==> config.mk <==
export PLATFORM = sky130hd
export DESIGN_NAME = four_word_shift_xor_rng
export DESIGN_NICKNAME = d
export VERILOG_FILES = /design/src/fwsx_pkg.sv /design/src/four_word_shift_xor_rng.sv /design/src/fwsx_front.sv /design/src/fwsx_queue.sv /design/src/fwsx_back.sv
export SDC_FILE = /design/constraint.sdc
export NUM_CORES = 1
export LEC_CHECK = 0
export BUFFER_PORTS_ARGS = -buffer_cell sky130_fd_sc_hd__clkbuf_2
export CAP_MARGIN = 20
export CORE_AREA = 5 5 205 256
export CTS_CLUSTER_DIAMETER = 30
export DETAILED_ROUTE_END_ITERATION = 8
export DIE_AREA = 0 0 210 261
export PLACE_DENSITY = 0.63
export SETUP_SLACK_MARGIN = 0.15
export SLEW_MARGIN = 20
export SYNTH_ARGS = -nofsm -noshare
export SYNTH_HDL_FRONTEND = slang
export SYNTH_SLANG_ARGS = --single-unit
==> constraint.sdc <==
create_clock -name clk -period 11.6 [get_ports clk]
set_clock_uncertainty 0.15 [all_clocks]
set_input_delay 1.74 -clock clk [delete_from_list [all_inputs] [get_ports clk]]
set_output_delay 1.74 -clock clk [all_outputs]
set_load 0.01 [all_outputs]
==> src/fwsx_pkg.sv <==
// Shared types, constants and helper functions for the four-word shift-xor generator.
// Used by the front, queue, back and top-level modules; depends on nothing.
`timescale 1ns / 1ps

package fwsx_pkg;

	localparam int WORD_W = 32;
	localparam int FRAC_W = 24;
	localparam int STEP_W = 5;	// counts the 32 remainder steps

	// Request kinds carried on s_tuser.
	localparam logic [1:0] OP_RAW    = 2'd0;
	localparam logic [1:0] OP_RANGE  = 2'd1;
	localparam logic [1:0] OP_RESEED = 2'd2;

	// Seed scrambling constants.
	localparam logic [WORD_W-1:0] SEED_XOR0 = 32'h0AED_1A0C;
	localparam logic [WORD_W-1:0] SEED_XOR1 = 32'hAA5A_02FE;
	localparam logic [WORD_W-1:0] SEED_XOR2 = 32'h11BE_81C7;

	typedef logic [WORD_W-1:0] word_t;

	// One drawn word waiting for the back end.
	typedef struct packed {
		logic  is_range;
		word_t word;
		word_t limit;
	} entry_t;

	// Front end to queue: write request.
	typedef struct packed {
		logic   valid;
		entry_t entry;
	} push_t;

	// Queue status seen by both ends.
	typedef struct packed {
		logic full;
		logic empty;
	} queue_stat_t;

	// Back-end sequencer states.
	typedef enum logic [1:0] {
		BK_IDLE,
		BK_DIV,
		BK_DONE
	} back_state_t;

	function automatic word_t rotr8(input word_t v);
		return {v[7:0], v[WORD_W-1:8]};
	endfunction

	// New word from the four state words (w0 newest).
	function automatic word_t draw_next(input word_t w0, input word_t w1,
			input word_t w2, input word_t w3);
		word_t left;
		word_t right;
		left  = {w1[WORD_W-3:0], w0[WORD_W-1:WORD_W-2]};
		right = {w3[WORD_W-2:0], w2[WORD_W-1]};
		return left ^ right;
	endfunction

endpackage

==> src/four_word_shift_xor_rng.sv <==
// Top level of the four-word shift-xor generator: front end, queue and back end.
// Depends on fwsx_pkg, fwsx_front, fwsx_queue and fwsx_back.
//
//   channel | direction | tdata                           | tuser
//   s_*     | in        | range_limit[31:0] seed[63:32]   | operation[1:0]
//   m_*     | out       | value[31:0] fraction[55:32]     | divide_error[0]
//
// A request is taken whenever the queue has room; a reseed reloads the
// state words, an unused code leaves them alone, and neither produces more.
// A draw is written into the queue, popped by the back end in its idle
// state and loaded into the output register from its done state; a range
// draw with a non-zero limit first passes through the one-bit-per-cycle
// remainder unit, while a raw or zero-limit range draw skips it.
// Reset zeroes the state words, empties queue and output register at once.
// A stalled output only holds the back end; the front keeps taking requests
// until the queue of QUEUE_DEPTH entries is full.
`timescale 1ns / 1ps

module four_word_shift_xor_rng #(
	parameter int QUEUE_DEPTH = 2
) (
	input  logic        clk,
	input  logic        arst_n,
	input  logic        s_tvalid,
	output logic        s_tready,
	input  logic [63:0] s_tdata,	// range_limit [31:0], seed_value [63:32]
	input  logic [1:0]  s_tuser,	// operation [1:0]
	output logic        m_tvalid,
	input  logic        m_tready,
	output logic [55:0] m_tdata,	// value [31:0], fraction [55:32]
	output logic        m_tuser	// divide_error [0]
);

	fwsx_pkg::push_t       push;
	fwsx_pkg::entry_t      head;
	fwsx_pkg::queue_stat_t q_stat;
	logic                  pop;
	logic [$clog2(QUEUE_DEPTH+1)-1:0] q_count;

	// Request intake and generator state.
	fwsx_front u_front (
		.clk      (clk),
		.arst_n   (arst_n),
		.s_tvalid (s_tvalid),
		.s_tready (s_tready),
		.s_tdata  (s_tdata),
		.s_tuser  (s_tuser),
		.q_stat   (q_stat),
		.push     (push)
	);

	// Decoupling queue of drawn words.
	fwsx_queue #(
		.DEPTH (QUEUE_DEPTH)
	) u_queue (
		.clk    (clk),
		.arst_n (arst_n),
		.push   (push),
		.pop    (pop),
		.head   (head),
		.q_stat (q_stat),
		.count  (q_count)
	);

	// Remainder unit and output register.
	fwsx_back u_back (
		.clk      (clk),
		.arst_n   (arst_n),
		.head     (head),
		.q_stat   (q_stat),
		.pop      (pop),
		.m_tvalid (m_tvalid),
		.m_tready (m_tready),
		.m_tdata  (m_tdata),
		.m_tuser  (m_tuser)
	);

	// The queue never holds more than its depth.
	assert property (@(posedge clk) disable iff (!arst_n)
		q_count <= ($clog2(QUEUE_DEPTH+1))'(QUEUE_DEPTH))
	else $error("queue fill count beyond depth");

	// The back end only reads an entry that is present.
	assert property (@(posedge clk) disable iff (!arst_n)
		pop |-> !q_stat.empty)
	else $error("queue read while empty");

	// A flagged zero-limit result always carries a zero value.
	assert property (@(posedge clk) disable iff (!arst_n)
		(m_tvalid && m_tuser) |-> (m_tdata[31:0] == '0))
	else $error("divide error with non-zero value");

endmodule

==> src/fwsx_front.sv <==
// Front end: accepts requests, holds the four state words, performs draws and reseeds.
// Depends on fwsx_pkg; feeds drawn words into fwsx_queue.
`timescale 1ns / 1ps

module fwsx_front (
	input  logic                   clk,
	input  logic                   arst_n,
	input  logic                   s_tvalid,
	output logic                   s_tready,
	input  logic [63:0]            s_tdata,	// range_limit [31:0], seed_value [63:32]
	input  logic [1:0]             s_tuser,	// operation [1:0]
	input  fwsx_pkg::queue_stat_t  q_stat,
	output fwsx_pkg::push_t        push
);

	fwsx_pkg::word_t gen_q [4];
	fwsx_pkg::word_t fresh;
	fwsx_pkg::word_t seed_t0;
	fwsx_pkg::word_t seed_t1;
	fwsx_pkg::word_t seed_t2;
	logic            accept;

	// A request is taken whenever the queue has room for a drawn word.
	assign s_tready = !q_stat.full;
	assign accept   = s_tvalid && s_tready;

	// Next word and the seed expansion chain.
	always_comb begin
		fresh   = fwsx_pkg::draw_next(gen_q[0], gen_q[1], gen_q[2], gen_q[3]);
		seed_t0 = s_tdata[63:32] ^ fwsx_pkg::SEED_XOR0;
		seed_t1 = fwsx_pkg::rotr8(seed_t0);
		seed_t2 = fwsx_pkg::rotr8(seed_t1 ^ fwsx_pkg::SEED_XOR1);
	end

	// State words: shift on a draw, reload on a reseed.
	always_ff @(posedge clk or negedge arst_n) begin
		if (!arst_n) begin
			for (int i = 0; i < 4; i++) gen_q[i] <= '0;
		end else if (accept) begin
			unique case (s_tuser)
				fwsx_pkg::OP_RAW, fwsx_pkg::OP_RANGE: begin
					gen_q[0] <= fresh;
					gen_q[1] <= gen_q[0];
					gen_q[2] <= gen_q[1];
					gen_q[3] <= gen_q[2];
				end
				fwsx_pkg::OP_RESEED: begin
					gen_q[0] <= seed_t0;
					gen_q[1] <= seed_t1;
					gen_q[2] <= seed_t2;
					gen_q[3] <= fwsx_pkg::rotr8(seed_t2 ^ fwsx_pkg::SEED_XOR2);
				end
				default: begin
				end
			endcase
		end
	end

	// Only draws produce work for the back end.
	always_comb begin
		push.valid          = accept && (s_tuser == fwsx_pkg::OP_RAW ||
		                                 s_tuser == fwsx_pkg::OP_RANGE);
		push.entry.is_range = (s_tuser == fwsx_pkg::OP_RANGE);
		push.entry.word     = fresh;
		push.entry.limit    = s_tdata[31:0];
	end

endmodule

==> src/fwsx_queue.sv <==
// Short first-in first-out queue of drawn words between front and back ends.
// Depends on fwsx_pkg for the entry and status types.
`timescale 1ns / 1ps

module fwsx_queue #(
	parameter int DEPTH = 2
) (
	input  logic                  clk,
	input  logic                  arst_n,
	input  fwsx_pkg::push_t       push,
	input  logic                  pop,
	output fwsx_pkg::entry_t      head,
	output fwsx_pkg::queue_stat_t q_stat,
	output logic [$clog2(DEPTH+1)-1:0] count
);

	localparam int PTR_W = (DEPTH > 1) ? $clog2(DEPTH) : 1;
	localparam int CNT_W = $clog2(DEPTH + 1);
	localparam logic [PTR_W-1:0] LAST = PTR_W'(DEPTH - 1);
	localparam logic [CNT_W-1:0] FULL_COUNT = CNT_W'(DEPTH);

	fwsx_pkg::entry_t   mem_q [DEPTH];
	logic [PTR_W-1:0]   wr_ptr_q;
	logic [PTR_W-1:0]   rd_ptr_q;
	logic [CNT_W-1:0]   count_q;

	assign head         = mem_q[rd_ptr_q];
	assign q_stat.full  = (count_q == FULL_COUNT);
	assign q_stat.empty = (count_q == '0);
	assign count        = count_q;

	// Entry storage; writes only happen while there is room.
	always_ff @(posedge clk) begin
		if (push.valid) mem_q[wr_ptr_q] <= push.entry;
	end

	// Pointers and fill count.
	always_ff @(posedge clk or negedge arst_n) begin
		if (!arst_n) begin
			wr_ptr_q <= '0;
			rd_ptr_q <= '0;
			count_q  <= '0;
		end else begin
			if (push.valid) wr_ptr_q <= (wr_ptr_q == LAST) ? '0 : wr_ptr_q + 1'b1;
			if (pop) rd_ptr_q <= (rd_ptr_q == LAST) ? '0 : rd_ptr_q + 1'b1;
			if (push.valid && !pop) count_q <= count_q + 1'b1;
			else if (pop && !push.valid) count_q <= count_q - 1'b1;
		end
	end

endmodule

==> src/fwsx_back.sv <==
// Back end: takes drawn words from the queue, reduces range draws bit-serially,
// and holds each result in the output register. Depends on fwsx_pkg.
`timescale 1ns / 1ps

module fwsx_back (
	input  logic                  clk,
	input  logic                  arst_n,
	input  fwsx_pkg::entry_t      head,
	input  fwsx_pkg::queue_stat_t q_stat,
	output logic                  pop,
	output logic                  m_tvalid,
	input  logic                  m_tready,
	output logic [55:0]           m_tdata,	// value [31:0], fraction [55:32]
	output logic                  m_tuser	// divide_error [0]
);

	fwsx_pkg::back_state_t state_q;
	fwsx_pkg::back_state_t state_d;

	logic                        is_range_q;
	fwsx_pkg::word_t             word_q;
	fwsx_pkg::word_t             limit_q;
	fwsx_pkg::word_t             dvd_q;
	fwsx_pkg::word_t             rem_q;
	logic [fwsx_pkg::STEP_W-1:0] step_q;

	logic                        out_valid_q;
	fwsx_pkg::word_t             out_value_q;
	logic [fwsx_pkg::FRAC_W-1:0] out_frac_q;
	logic                        out_err_q;

	logic                        load_out;
	logic                        limit_zero;
	logic [fwsx_pkg::WORD_W:0]   trial;
	logic [fwsx_pkg::WORD_W:0]   diff;

	assign limit_zero = (limit_q == '0);

	// One restoring remainder step: bring down the next dividend bit.
	always_comb begin
		trial = {rem_q, dvd_q[fwsx_pkg::WORD_W-1]};
		diff  = trial - {1'b0, limit_q};
	end

	// Next-state logic of the back-end sequencer.
	always_comb begin
		state_d = state_q;
		unique case (state_q)
			fwsx_pkg::BK_IDLE: begin
				if (!q_stat.empty) begin
					state_d = (head.is_range && head.limit != '0) ?
					          fwsx_pkg::BK_DIV : fwsx_pkg::BK_DONE;
				end
			end
			fwsx_pkg::BK_DIV: begin
				if (step_q == '0) state_d = fwsx_pkg::BK_DONE;
			end
			fwsx_pkg::BK_DONE: begin
				if (!out_valid_q || m_tready) state_d = fwsx_pkg::BK_IDLE;
			end
			default: state_d = fwsx_pkg::BK_IDLE;
		endcase
	end

	// Control outputs of the sequencer.
	always_comb begin
		pop      = 1'b0;
		load_out = 1'b0;
		unique case (state_q)
			fwsx_pkg::BK_IDLE: pop      = !q_stat.empty;
			fwsx_pkg::BK_DONE: load_out = !out_valid_q || m_tready;
			default: begin
			end
		endcase
	end

	always_ff @(posedge clk or negedge arst_n) begin
		if (!arst_n) state_q <= fwsx_pkg::BK_IDLE;
		else state_q <= state_d;
	end

	// Working registers of the remainder unit.
	always_ff @(posedge clk) begin
		if (pop) begin
			is_range_q <= head.is_range;
			word_q     <= head.word;
			limit_q    <= head.limit;
			dvd_q      <= head.word;
			rem_q      <= '0;
			step_q     <= '1;
		end else if (state_q == fwsx_pkg::BK_DIV) begin
			rem_q  <= diff[fwsx_pkg::WORD_W] ? trial[fwsx_pkg::WORD_W-1:0]
			                                 : diff[fwsx_pkg::WORD_W-1:0];
			dvd_q  <= {dvd_q[fwsx_pkg::WORD_W-2:0], 1'b0};
			step_q <= step_q - 1'b1;
		end
	end

	// Output register; a new result may load as the old one is taken.
	always_ff @(posedge clk or negedge arst_n) begin
		if (!arst_n) begin
			out_valid_q <= 1'b0;
		end else if (load_out) begin
			out_valid_q <= 1'b1;
		end else if (m_tready) begin
			out_valid_q <= 1'b0;
		end
	end

	always_ff @(posedge clk) begin
		if (load_out) begin
			out_frac_q  <= word_q[fwsx_pkg::FRAC_W-1:0];
			out_err_q   <= is_range_q && limit_zero;
			if (!is_range_q) out_value_q <= word_q;
			else if (limit_zero) out_value_q <= '0;
			else out_value_q <= rem_q;
		end
	end

	assign m_tvalid = out_valid_q;
	assign m_tdata  = {out_frac_q, out_value_q};
	assign m_tuser  = out_err_q;

endmodule

==> impl_metrics.toml <==
[status]
status = "finished, final reports clean"

[clock_network]
ctsHoldBuffers = 0
cts_sinks = 455
h-tree-depth = 3
cts_resized = 0
cts_buffer_depth = 3
post_cts_buffers = 0
clock_latency_ps = 610
ctsRootBufferMaster = "clkbuf_16"
path_clk_slew_ps = 50
cts_buffers = 83
cts_tree = "yes"

[placement]
post-place-ws_ps = 7050
gp_congestion = 0.869
port_buffers = 128
dpl.cell_count = 2397
dp.final_hpwl_um = 34600

[global_route]
antenna_found_initial = 1
grt_pass1_wl_um = 76900
grt_max_degree = 100
gr-total-overflow = 0
grt_usage_pct = 18.1
grt_pass1_vias = 13500

[logic_synthesis]
ys_ff_latch = 455
ys.flop_type = "edfxtp_1"
seq_area_frac_synth_pct = 64.3
synth_edf_count = 284
yosysWarnings = 0
avgSynthCellArea_sq_um = 11.7
yosys.area.top_type_share_pct = 43.4
yosysTopAreaCell = "edfxtp_1"
netlist_top_cells_area = "edfxtp_1 43%, dfrtp_1 17%, nand2_1 5.2%"
syn-num-nets = 1786
synth.cell_area_sq_um = 19600
ys_types = 62
synthCells = 1681
async_flop_share_pct = 29.5

[timing]
tns_ps = 0
relSlewSlack_pct = 39.5
period_needed_ps = 3920
worst_slack_ps = 7680
final_hold_viol_count = 0
setup_violations = 0
fmax_mhz = 255
rsz0062_at_grt = "no"
tightest_slew_ps = 908
finalCritPeriodShare_pct = 33.8
maxSlewViolCount = 0

[drt]
drtPass1Iterations = 5
vias_per_cell = 5.25
post_drt_wl_per_cell_um = 19.6
ant_nets = 0
route.vias.total = 13400
wl_um = 50000
first_iter_violations = 896
drc = 0

[power]
power_density_nw_per_um2 = 316
finalPower_mw = 7.54
ir_drop_v = 0.000151
leakage_nw = 9.76

[layout]
post-route-util_pct = 47.8
layout-drive-gt1-share_pct = 20.1
seqCellArea_sq_um = 12600
syn_to_final_growth_pct = 21.6
multi_input_area_sq_um = 6560
n_antenna_cell = 0
fin_cells = 2553
n_fill_cell = 4518
final_nets = 1929

[floorplan]
die_area_sq_um = 54800
die_h_um = 261
die_w_um = 210
start_util_pct = 39.3
core_area_sq_um = 50000
num_rows = 92
io_pins = 129

[flow_run]
maxCapViolations = 0

[worst_setup_path]
required_ps = 11890
cp_slowest_cell = "buf_4"
crit_path_end_kind = "flop"
crit_chain = "clkbuf_2 -> nand2_1 -> or2_2 -> inv_1 -> nor2_4 -> buf_4 -> buf_4 -> o21ai_0"
cpPeakStageDelay_ps = 750
critPathLaunchType = "input pin"
path_max_fanout = 99
arrival_ps = 4210
crit_top_cell = "buf_4"
critPathKind = "in2reg"

[hold_path]
hold_class = "reg2reg"
==> power by group <==
group	leakage (nW)	internal [mW]	switching, mW	total [mW]
clock	1.40	1.59	0.872	2.46
combinational	3.77	0.754	1.39	2.14
sequential	4.59	2.54	0.395	2.94
==> synthesized netlist by cell type, drive strengths merged (7+ instances only) <==
library cell,instances
nor2b,7
o31ai,16
nor2,119
nor4,16
xnor2,21
nand2,274
nand4,8
and2,20
dfxtp,37
a21oi,118
buf,15
a32oi,9
dfrtp,134
inv,42
clkbuf,74
a31oi,17
mux2i,42
o21ai,144
mux2,65
a21o,9
nand3,58
edfxtp,284
ha,34
xor2,43
nand2b,12
==> registers in the layout, indices dropped and copies added (netlist names), 5 cells and up <==
register            flops
u_back.rem_q           32
u_front.gen_q         127
u_back.word_q          32
u_back.out_value_q     32
u_back.limit_q         32
u_back.dvd_q           32
u_queue.mem_q         130
u_back.out_frac_q      24
u_back.step_q           5
==> per-layer routing <==
| layer | track usage (%) | up-vias | part of all wire [%] | wire length [um] |
|---|---|---|---|---|
| met5 | 0 | - | 0 | 0 |
| met4 | 9.41 | 0 | 4.5 | 2270 |
| met3 | 3.03 | 103 | 3.9 | 1970 |
| met2 | 31.5 | 350 | 51 | 25700 |
| met1 | 21.6 | 6603 | 40 | 20000 |
| li1 | - | 6344 | - | - |
==> path summary, 6_finish.rpt <==
kind	endpoint	slack (ps)	depth (start not counted)	from
min in group asynchronous	u_front.gen_q[26]	1010	1	arst_n
worst max-delay path	u_front.gen_q[44]	7680	8	s_tvalid
worst min register to register	u_back.out_frac_q[23]	290	0	u_back.word_q[23]
max in group asynchronous	u_front.gen_q[25]	8950	2	arst_n
worst max register to register	u_back.rem_q[25]	8090	11	u_back.limit_q[5]
worst min-delay path	u_back.out_frac_q[23]	290	0	u_back.word_q[23]
==> cells in the final DEF, fill, tap and decap left out, drive strengths merged, types with 43 or more instances in the layout <==
| cell type | instances |
|---|---|
| a21oi | 118 |
| edfxtp | 284 |
| mux2 | 65 |
| nand2 | 274 |
| dfrtp | 134 |
| nand3 | 58 |
| nor2 | 119 |
| xor2 | 43 |
| clkbuf | 222 |
| o21ai | 144 |
| inv | 59 |
==> worst max-delay path: cells and delay by family <==
kind,cells,cell delay [ps]
buffers and inverters,4,1600
and+or+nand+nor,3,510
AOI/OAI and AO/OA,1,240
==> cell families (layout without fill, tap and decap cells) <==
logic type,count (synthesis),count (layout),synth area share [%]
buffers and inverters,132,346,2.61
AND/OR/NAND/NOR,538,538,11.8
multiplexers,107,107,5.87
AO/OA/AOI/OAI,350,350,10.3
adder cells (fa/ha/maj),35,35,2.27
flip-flops,455,455,64.3
XOR/XNOR,64,64,2.86
==> per-stage QoR <==
step | hold slack [ps] | area, sq um
final | 286 | 23900
after CTS | 293 | 23900
after floorplan | 276 | 19600
after global routing | 317 | 23900
after global placement | 292 | 21000
after detailed placement | 292 | 21000
==> layout make-up <==
| class | instances | share of cell area [%] |
|---|---|---|
| Sequential cell | 455 | 52.9 |
| Multi-Input combinational cell | 1094 | 27.5 |
| Timing Repair Buffer | 147 | 3.31 |
| Clock buffer | 95 | 9.02 |
| Inverter | 43 | 0.682 |
| Clock inverter | 61 | 3.15 |
| Tap cell | 658 | 3.45 |
Power figures use the tool's default switching activity.
